### config.mk
export PLATFORM = sky130hd
export DESIGN_NAME = spiw_ram
export DESIGN_NICKNAME = d
export VERILOG_FILES = /design/src/hw/rtl/stream_perf_index_watchdog_top_defines.svh /design/src/hw/rtl/spiw_ram.sv
export SDC_FILE = /design/constraint.sdc
export NUM_CORES = 1
export LEC_CHECK = 0
export ABC_AREA = 1
export BUFFER_PORTS_ARGS = -buffer_cell sky130_fd_sc_hd__clkbuf_2
export CAP_MARGIN = 15
export CORE_UTILIZATION = 55
export CTS_CLUSTER_DIAMETER = 30
export DETAILED_ROUTE_END_ITERATION = 8
export PLACE_DENSITY_LB_ADDON = 0.25
export SYNTH_ARGS = -nofsm -noshare
export SYNTH_HDL_FRONTEND = slang
export SYNTH_SLANG_ARGS = --single-unit
### constraint.sdc
create_clock -name clk -period 1.1 [get_ports clk]
set_input_delay 0.11 -clock clk [delete_from_list [all_inputs] [get_ports clk]]
set_output_delay 0.11 -clock clk [all_outputs]
set_load 0.03 [all_outputs]
### src/hw/rtl/stream_perf_index_watchdog_top_defines.svh
// Assertion macros for the stream performance index watchdog.
// Used by the top level; no other dependencies.
`ifndef STREAM_PERF_INDEX_WATCHDOG_TOP_DEFINES_SVH
`define STREAM_PERF_INDEX_WATCHDOG_TOP_DEFINES_SVH
`ifndef ASSERT_OFF
`define SPIW_ASSERT(lbl, prop, msg) \
  lbl: assert property (@(posedge clk) disable iff (rst) prop) else $error(msg);
`define SPIW_ASSERT_NXT(lbl, ante, cons, msg) \
  lbl: assert property (@(posedge clk) disable iff (rst) (ante) |=> (cons)) else $error(msg);
`else
`define SPIW_ASSERT(lbl, prop, msg)
`define SPIW_ASSERT_NXT(lbl, ante, cons, msg)
`endif
`endif

### src/hw/rtl/spiw_ram.sv
// Generic single-write, single-read synchronous RAM with registered read.
// No dependencies.
`default_nettype none
module spiw_ram #(
  parameter int WIDTH = 8,
  parameter int DEPTH = 16
) (
  input  wire logic                             clk,
  input  wire logic                             we,
  input  wire logic [(DEPTH>1?$clog2(DEPTH):1)-1:0] waddr,
  input  wire logic [WIDTH-1:0]                 wdata,
  input  wire logic [(DEPTH>1?$clog2(DEPTH):1)-1:0] raddr,
  output logic      [WIDTH-1:0]                 rdata
);
  logic [WIDTH-1:0] mem [DEPTH];

  // write port and registered read port
  always_ff @(posedge clk) begin
    if (we) begin
      mem[waddr] <= wdata;
    end
    rdata <= mem[raddr];
  end
endmodule
`default_nettype wire

==> results of run 1 <==
## routing by layer
layer  track usage, %  vias to the layer above
met3             6.58                       31
met1             35.2                     1862
met4             13.5                        0
met5                0                        -
met2             38.5                      182
li1                 -                     1866
## flip-flops by register name (all words and copies together) (netlist names)
signal  count
rdata       8
mem       128
## what timing repair did
| action | in CTS | in global routing |
|---|---|---|
| endpoints found under the setup margin | 8 | 9 |
| endpoints found under the hold margin | 1 | 0 |
| pin swaps | 0 | 0 |
| hold buffers | 1 | 0 |
| gates resized for setup | 24 | 9 |
## power by group through the flow
stage,Combinational (mW),Sequential (mW),Clock [mW]
after floorplan,0.409,6.00,0
after global placement,0.788,5.94,0
after detailed placement,0.800,5.94,0
after CTS,0.861,5.85,5.74
after global routing,0.953,5.86,5.95
final,0.878,5.85,5.65
## worst max path at each step
stage	endpoint	startpoint
floorplan	mem[4][0]	waddr[3]
global placement	rdata[1]	raddr[0]
detailed placement	rdata[1]	raddr[0]
CTS	rdata[7]	rdata[7]
global route	rdata[4]	rdata[4]
finish	rdata[7]	rdata[7]
## final cells by class
class,count,area share (%)
flip-flops and latches,136,58.5
multi-input cells,289,17.8
clock buffers,24,7.00
repair buffers,51,6.97
inverters,102,5.58
well taps,136,2.48
clock inverters,8,1.71
## placed cells by master (no fill, tap or decap)
| master | n |
|---|---|
| clkbuf_16 | 16 |
| inv_1 | 100 |
| buf_8 | 8 |
| nand3_2 | 1 |
| nor2_1 | 17 |
| dfxtp_2 | 8 |
| clkbuf_1 | 3 |
| clkbuf_8 | 5 |
| nand3_1 | 96 |
| inv_2 | 2 |
| edfxtp_1 | 128 |
| nand3b_1 | 2 |
| clkinv_2 | 4 |
| buf_12 | 6 |
| buf_4 | 19 |
| dlygate4sd3_1 | 1 |
| clkbuf_2 | 17 |
| nand2_1 | 173 |
| clkinvlp_4 | 1 |
| bufinv_16 | 3 |
## metrics by stage
stage,instance area [sq um],util [%]
global route,6860,67.1
global placement,6160,60.2
CTS,6850,66.9
floorplan,5770,-
finish,6860,67.1
detailed placement,6160,60.2
## cell families after synthesis
kind of cell           count (synthesis)  share of synthesized area (%)
AND/OR/NAND/NOR                      289                           21.0
flip-flops                           136                           69.4
buffers and inverters                126                           9.52
==> flow_summary.yaml, run 1 <==
worst_setup_path:
  worstPathArrival_ns: 1.00
  cp-end-kind: "output port"
  crit-reg2reg-launch: "mem[10][4]"
  max_stage_delay_ns: 0.36
  r2r-end: "rdata[4]"
  slowest_stage: "dfxtp_2"
  r2r_setup_slack_ns: 0.09
  cp_top_family: "flip-flops"
  cp.depth: 1
  critPathMaxFanout: 1
  path_class: "flip-flop to output port"
  start_kind: "flip-flop"
  crit_chain: "buf_8"
  r2r_cells: 6
  path_buf_inv: 1
  cp.required_ns: 0.99
sta:
  rsz0062_at_grt: "yes"
  skew_ns: 0.00582
  whs_ns: 0.0616
  clock.fmax_ghz: 0.901
  maxSlewHeadroom_pct: 69.2
  drv_slew: 0
  hold_viol: 0
  finalCriticalPeriod_ns: 1.11
  fin_crit_sh_pct: 101
  tightestPinTransition_ns: 0.462
  fin_tns_setup_ns: -0.0117
  postLayoutSetupSlackWorst_ns: -0.00972
  setup_viol: 2
power_and_ir_drop:
  vdd_drop_max_v: 0.00107
  total_power_mw: 12.4
  seq_power_share_pct: 47.3
  p_sw_mw: 2.60
  p_int_mw: 9.79
  powerDensity_mw_per_mm2: 1800
  p_leak_nw: 3.00
  swShare_pct: 21.0
  p_comb_share_pct: 7.1
  clkPwrFrac_pct: 45.6
finish:
  diodes: 0
  area_growth_pct: 19.0
  layout-drive-gt1-share_pct: 14.8
  multi_input_area_sq_mm: 0.00122
  nFillCells: 758
  nets: 615
  fin_cells: 746
  layout.area.seq_sq_mm: 0.00401
logic_synthesis:
  synth_ff_type: "edfxtp_1"
  synth_area_sq_mm: 0.00577
  synth.top_cell.area_share_pct: 66.7
  yosysWarnings: 0
  synth_common_cells: "nand2_1, edfxtp_1, inv_1"
  synthMostInstantiatedCell: "nand2_1"
  syn-num-nets: 569
  seq_area_frac_synth_pct: 69.4
  syn_area_per_cell_sq_um: 10.5
  syn-instance-count: 551
  yosysTopAreaCell: "edfxtp_1"
  ys_seq_elements: 136
  synth.area.top_cells: "edfxtp_1, nand2_1, nand3_1"
  synth_edf_count: 128
  ys_types: 12
  synthArstFlopShare_pct: 0
floorplan:
  start_util_pct: 56.4
  dieWidth_microns: 104
  dieHeight_microns: 104
  core_sq_mm: 0.0102
  io-pin-count: 26
  fp-row-count: 37
  dieArea_sq_mm: 0.0109
clock_tree:
  htree_levels: 4
  postCtsSetupBuffers: 0
  cts_buffer_depth: 2
  numCtsBuffers: 17
  cts_tree: "yes"
  cts_root_buf: "clkbuf_8"
  cts.sinks: 136
  clk_pin_slew_ns: 0.06
  insertion_delay_ns: 0.52
detailed_routing:
  drcViolationCount: 0
  dr.max_layer_used: "met4"
  num_vias: 3941
  routedWlPerCell_microns: 17.3
  routed_wl_mm: 12.9
  wirelength_met1_mm: 5.35
  dr_wl_met2_mm: 6.09
  firstDrtPassIters: 5
  drtIter0Drc: 465
  drt-vias-per-instance: 5.28
  met3_length_mm: 1.07
  ant_nets: 0
global_routing:
  grt_usage_pct: 25.9
  grt_max_degree: 65
  grt-ovfl-total: 0
  antenna_found_initial: 0
  grt_pass1_vias: 3740
  grt_pass1_wl_mm: 20.2
place:
  gp_congestion: 0.828
  port_buffers: 25
  dp_slack_ns: -0.0607
  numPlacedInstances: 713
  dp_hpwl_mm: 7.77
min_path:
  hp-start: "wdata[2]"
  hold_class: "input pin to flip-flop"
  whs_path_depth: 1
  whs_endpoint: "mem[1][2]"
status:
  outcome: "complete, but fails checks"
  failed_checks: "negative setup slack"
flow_run:
  cap_violations: 0
Note: power is estimated with default switching activity, not from simulation.
==> inputs of run 2 (changes only) <==
- CAP_MARGIN: 15 -> 20
- CTS_BUF_LIST: not set -> sky130_fd_sc_hd__clkbuf_16
- RECOVER_POWER: not set -> 25
==> flow_summary.yaml, run 2 (synthesis gave the netlist of run 1 again) <==
flow_run:
  cap_violations: 0
floorplan:
  core_sq_mm: 0.0102
  dieWidth_microns: 104
  dieHeight_microns: 104
  dieArea_sq_mm: 0.0109
  start_util_pct: 56.4
  fp-row-count: 37
  io-pin-count: 26
worst_setup_path:
  worstPathArrival_ns: 0.95
  slowest_stage: "dfxtp_1"
  cp.required_ns: 0.99
  start_kind: "flip-flop"
  cp_top_family: "flip-flops"
  crit_chain: "buf_2"
  path_class: "flip-flop to output port"
  path_buf_inv: 1
  max_stage_delay_ns: 0.34
  cp-end-kind: "output port"
  critPathMaxFanout: 1
place:
  dp_slack_ns: -0.0607
  numPlacedInstances: 713
  gp_congestion: 0.828
  dp_hpwl_mm: 7.77
  placed_area_sq_mm: 0.00616
  port_buffers: 25
detailed_routing:
  ant_nets: 0
  routed_wl_mm: 12.9
  drt-vias-per-instance: 5.28
  drcViolationCount: 0
  firstDrtPassIters: 5
  routedWlPerCell_microns: 17.4
  drtIter0Drc: 383
  num_vias: 3934
global_routing:
  grt_pass1_wl_mm: 20.1
  antenna_found_initial: 0
  grt_pass1_vias: 3741
  grt_max_degree: 65
  grt_usage_pct: 25.7
  grt-ovfl-total: 0
finish:
  final_cell_mix: "nand2_1, edfxtp_1, inv_1"
  finalInstanceArea_sq_mm: 0.00673
  nets: 614
  largestRegisters: "mem x128, rdata x8"
  largest_register_ffs: 128
  layout-drive-gt1-share_pct: 11.8
  largest-register: "mem"
  layout_commonest_cell: "nand2_1"
  fin_cells: 745
  diodes: 0
  area_growth_pct: 16.6
sta:
  fin_tns_setup_ns: 0
  fin_crit_sh_pct: 96.5
  clock.fmax_ghz: 0.943
  maxSlewHeadroom_pct: 39.5
  hold_viol: 0
  setup_viol: 0
  postLayoutSetupSlackWorst_ns: 0.0390
  rsz0062_at_grt: "no"
  finalCriticalPeriod_ns: 1.06
  tightestPinTransition_ns: 0.907
  skew_ns: 0.00717
  drv_slew: 0
power_and_ir_drop:
  powerDensity_mw_per_mm2: 1800
  vdd_drop_max_v: 0.000989
  p_leak_nw: 2.95
  total_power_mw: 12.1
clock_tree:
  cts.sinks: 136
  postCtsHoldBufs: 0
  cts_tree: "yes"
  clk_pin_slew_ns: 0.05
  postCtsSetupBuffers: 0
  cts_root_buf: "clkbuf_16"
  numCtsBuffers: 17
  cts_buffer_depth: 2
  htree_levels: 4
  insertion_delay_ns: 0.41
min_path:
  hold_class: "input pin to flip-flop"
status:
  outcome: "finished clean"
-- run 2: cell count changes in the layout (fill, tap and decap cells not counted), moves of 2 or more --
| cell | change |
|---|---|
| buf_8 | -8 |
| dfxtp_1 | +8 |
| dfxtp_2 | -8 |
| clkbuf_8 | -5 |
| clkinv_1 | +4 |
| inv_1 | +3 |
| clkbuf_1 | +2 |
-- run 2: repair_timing --
action                                  in CTS  in global routing
endpoints found under the setup margin       1                  3
resized for setup                            1                  4
hold endpoints to repair                     0                  0
-- run 2: power breakdown --
group / switching (mW) / leakage (nW) / internal, mW
Combinational: 0.568 / 1.44 / 0.242
Sequential: 0.0374 / 1.22 / 5.80
Clock: 1.98 / 0.290 / 3.48
-- run 2: worst paths after layout --
kind              start       end  slack (ns)  cells past startpoint
max            rdata[0]  rdata[0]        0.04                      1
min            raddr[3]  rdata[0]        0.13                      4
max reg2reg  mem[10][4]  rdata[4]        0.08                      6
min reg2reg  mem[15][0]  rdata[0]        0.67                      6
-- run 2: routing by layer --
layer	up-vias	global-route usage, %	wire length [microns]
met4	0	11.9	343
li1	1862	-	-
met2	186	38.3	6120
met3	27	6.77	1120
met5	-	0	0
met1	1859	35.3	5350
-- run 2: final cells by class --
type | count | area, sq um
Sequential cell | 136 | 4000
Fill cell | 783 | 3500
Multi-Input combinational cell | 289 | 1210
Clock buffer | 17 | 425
Timing Repair Buffer | 50 | 387
Inverter | 102 | 383
Tap cell | 136 | 170
Clock inverter | 15 | 144
-- run 2: per-stage QoR --
stage	hold WS, ns	utilization, %
after global placement	0.534	60.2
after floorplan	0.209	-
final	0.134	65.7
after CTS	0.113	65.8
after global routing	0.141	65.7
after detailed placement	0.541	60.2
==> inputs of run 3 (changes only) <==
- GPL_TIMING_DRIVEN: not set -> 0
==> flow_summary.yaml, run 3 (synthesis gave the netlist of run 1 again) <==
worst_setup_path:
  worstPathArrival_ns: 1.10
  r2r-end: "rdata[5]"
  start_kind: "input pin"
  path_class: "input pin to flip-flop"
  crit_path_start: "waddr[2]"
  r2r_setup_slack_ns: 0.08
  critPathMaxFanout: 8
  cp-end-kind: "flip-flop"
  worstSetupEndpoint: "mem[10][1]"
  cp.required_ns: 1.14
  crit-reg2reg-launch: "mem[10][5]"
  r2r_cells: 6
flow_run:
  cap_violations: 0
place:
  port_buffers: 22
  gp_congestion: 0.836
  dp_hpwl_mm: 8.55
  placed_area_sq_mm: 0.00605
sta:
  maxSlewHeadroom_pct: 43.3
  skew_ns: 0.00888
  rsz0062_at_grt: "yes"
  fin_tns_setup_ns: 0
  finalCriticalPeriod_ns: 1.06
  clock.fmax_ghz: 0.944
  hold_viol: 0
  drv_slew: 0
  fin_crit_sh_pct: 96.3
  tightestPinTransition_ns: 0.850
  setup_viol: 0
  whs_ns: 0.132
finish:
  largest-register: "mem"
  nets: 610
  finalInstanceArea_sq_mm: 0.00671
  layout-drive-gt1-share_pct: 13.6
  largestRegisters: "mem x128, rdata x8"
  diodes: 0
  layout_commonest_cell: "nand2_1"
  largest_register_ffs: 128
  final_cell_mix: "nand2_1, edfxtp_1, inv_1"
  area_growth_pct: 16.3
power_and_ir_drop:
  powerDensity_mw_per_mm2: 1900
  vdd_drop_max_v: 0.00106
  p_leak_nw: 2.91
  total_power_mw: 12.7
clock_tree:
  clk_pin_slew_ns: 0.06
  cts_buffer_depth: 2
  cts_tree: "yes"
  htree_levels: 4
  numCtsBuffers: 17
  cts_root_buf: "clkbuf_16"
  insertion_delay_ns: 0.42
  cts.sinks: 136
detailed_routing:
  num_vias: 3949
  drt-vias-per-instance: 5.33
  drtIter0Drc: 489
  ant_nets: 0
  drcViolationCount: 0
  routedWlPerCell_microns: 18.3
  routed_wl_mm: 13.5
  firstDrtPassIters: 5
global_routing:
  grt_pass1_wl_mm: 20.9
  grt_max_degree: 17
  grt_pass1_vias: 3836
  grt_usage_pct: 26.7
  grt-ovfl-total: 0
  antenna_found_initial: 0
floorplan:
  io-pin-count: 26
  fp-row-count: 37
  dieWidth_microns: 104
  dieArea_sq_mm: 0.0109
  dieHeight_microns: 104
  start_util_pct: 56.4
  core_sq_mm: 0.0102
status:
  outcome: "finished clean"
min_path:
  hold_class: "input pin to flip-flop"
run 3: cell type report:
cell class	instances	area [sq um]
inverter	102	383
clock buffer	17	425
multi-input combinational	289	1240
tap	136	170
fill	773	3520
clock inverter	15	210
buffer	24	166
sequential	136	4000
timing repair buffer	22	104
run 3: routing by layer:
layer	GRT usage, %	share of wire, %	vias to the layer above
met5	0	0	-
met4	9.29	1.8	0
met3	6.20	9.6	25
met2	42.6	47	233
met1	36.2	41	1833
li1	-	-	1858
run 3: critical path, cell delays in order:
cell and delay, ns:
clkbuf_2 0.10, nand3b_1 0.26, nor2_1 0.62
run 3: worst min-delay path by stage:
| stage | depth (start not counted) | from | end | slack [ns] |
|---|---|---|---|---|
| 6_report | 4 | raddr[2] | rdata[3] | 0.13 |
| 5_1_grt | 4 | raddr[2] | rdata[3] | 0.14 |
| 4_1_cts | 4 | raddr[2] | rdata[3] | 0.12 |
| 3_5_place_dp | 4 | raddr[2] | rdata[3] | 0.55 |
| 3_3_place_gp | 4 | raddr[2] | rdata[0] | 0.54 |
| 2_1_floorplan | 0 | wdata[0] | mem[0][0] | 0.21 |
run 3: report_power, final:
group	total, mW	internal, mW	switching [mW]	leakage, nW
combinational	0.817	0.221	0.596	1.38
clock	6.07	3.98	2.09	0.305
sequential	5.83	5.80	0.0303	1.22
run 3: repair_timing:
action / CTS / global route
hold buffers: 0 / 0
resized for setup: 4 / 7
buffers inserted: 0 / 0
setup endpoints to repair: 32 / 48
hold endpoints to repair: 0 / 0
gates cloned: 0 / 0
run 3: through the flow:
| step | worst slack (ns) | util [%] | instances |
|---|---|---|---|
| 2_1_floorplan | 0.0392 | - | 551 |
| 3_3_place_gp | -0.461 | 59.1 | 709 |
| 3_5_place_dp | -0.477 | 59.1 | 709 |
| 4_1_cts | -0.0551 | 65.4 | 741 |
| 5_1_grt | -0.0757 | 65.5 | 741 |
| 6_report | 0.0410 | 65.5 | 741 |
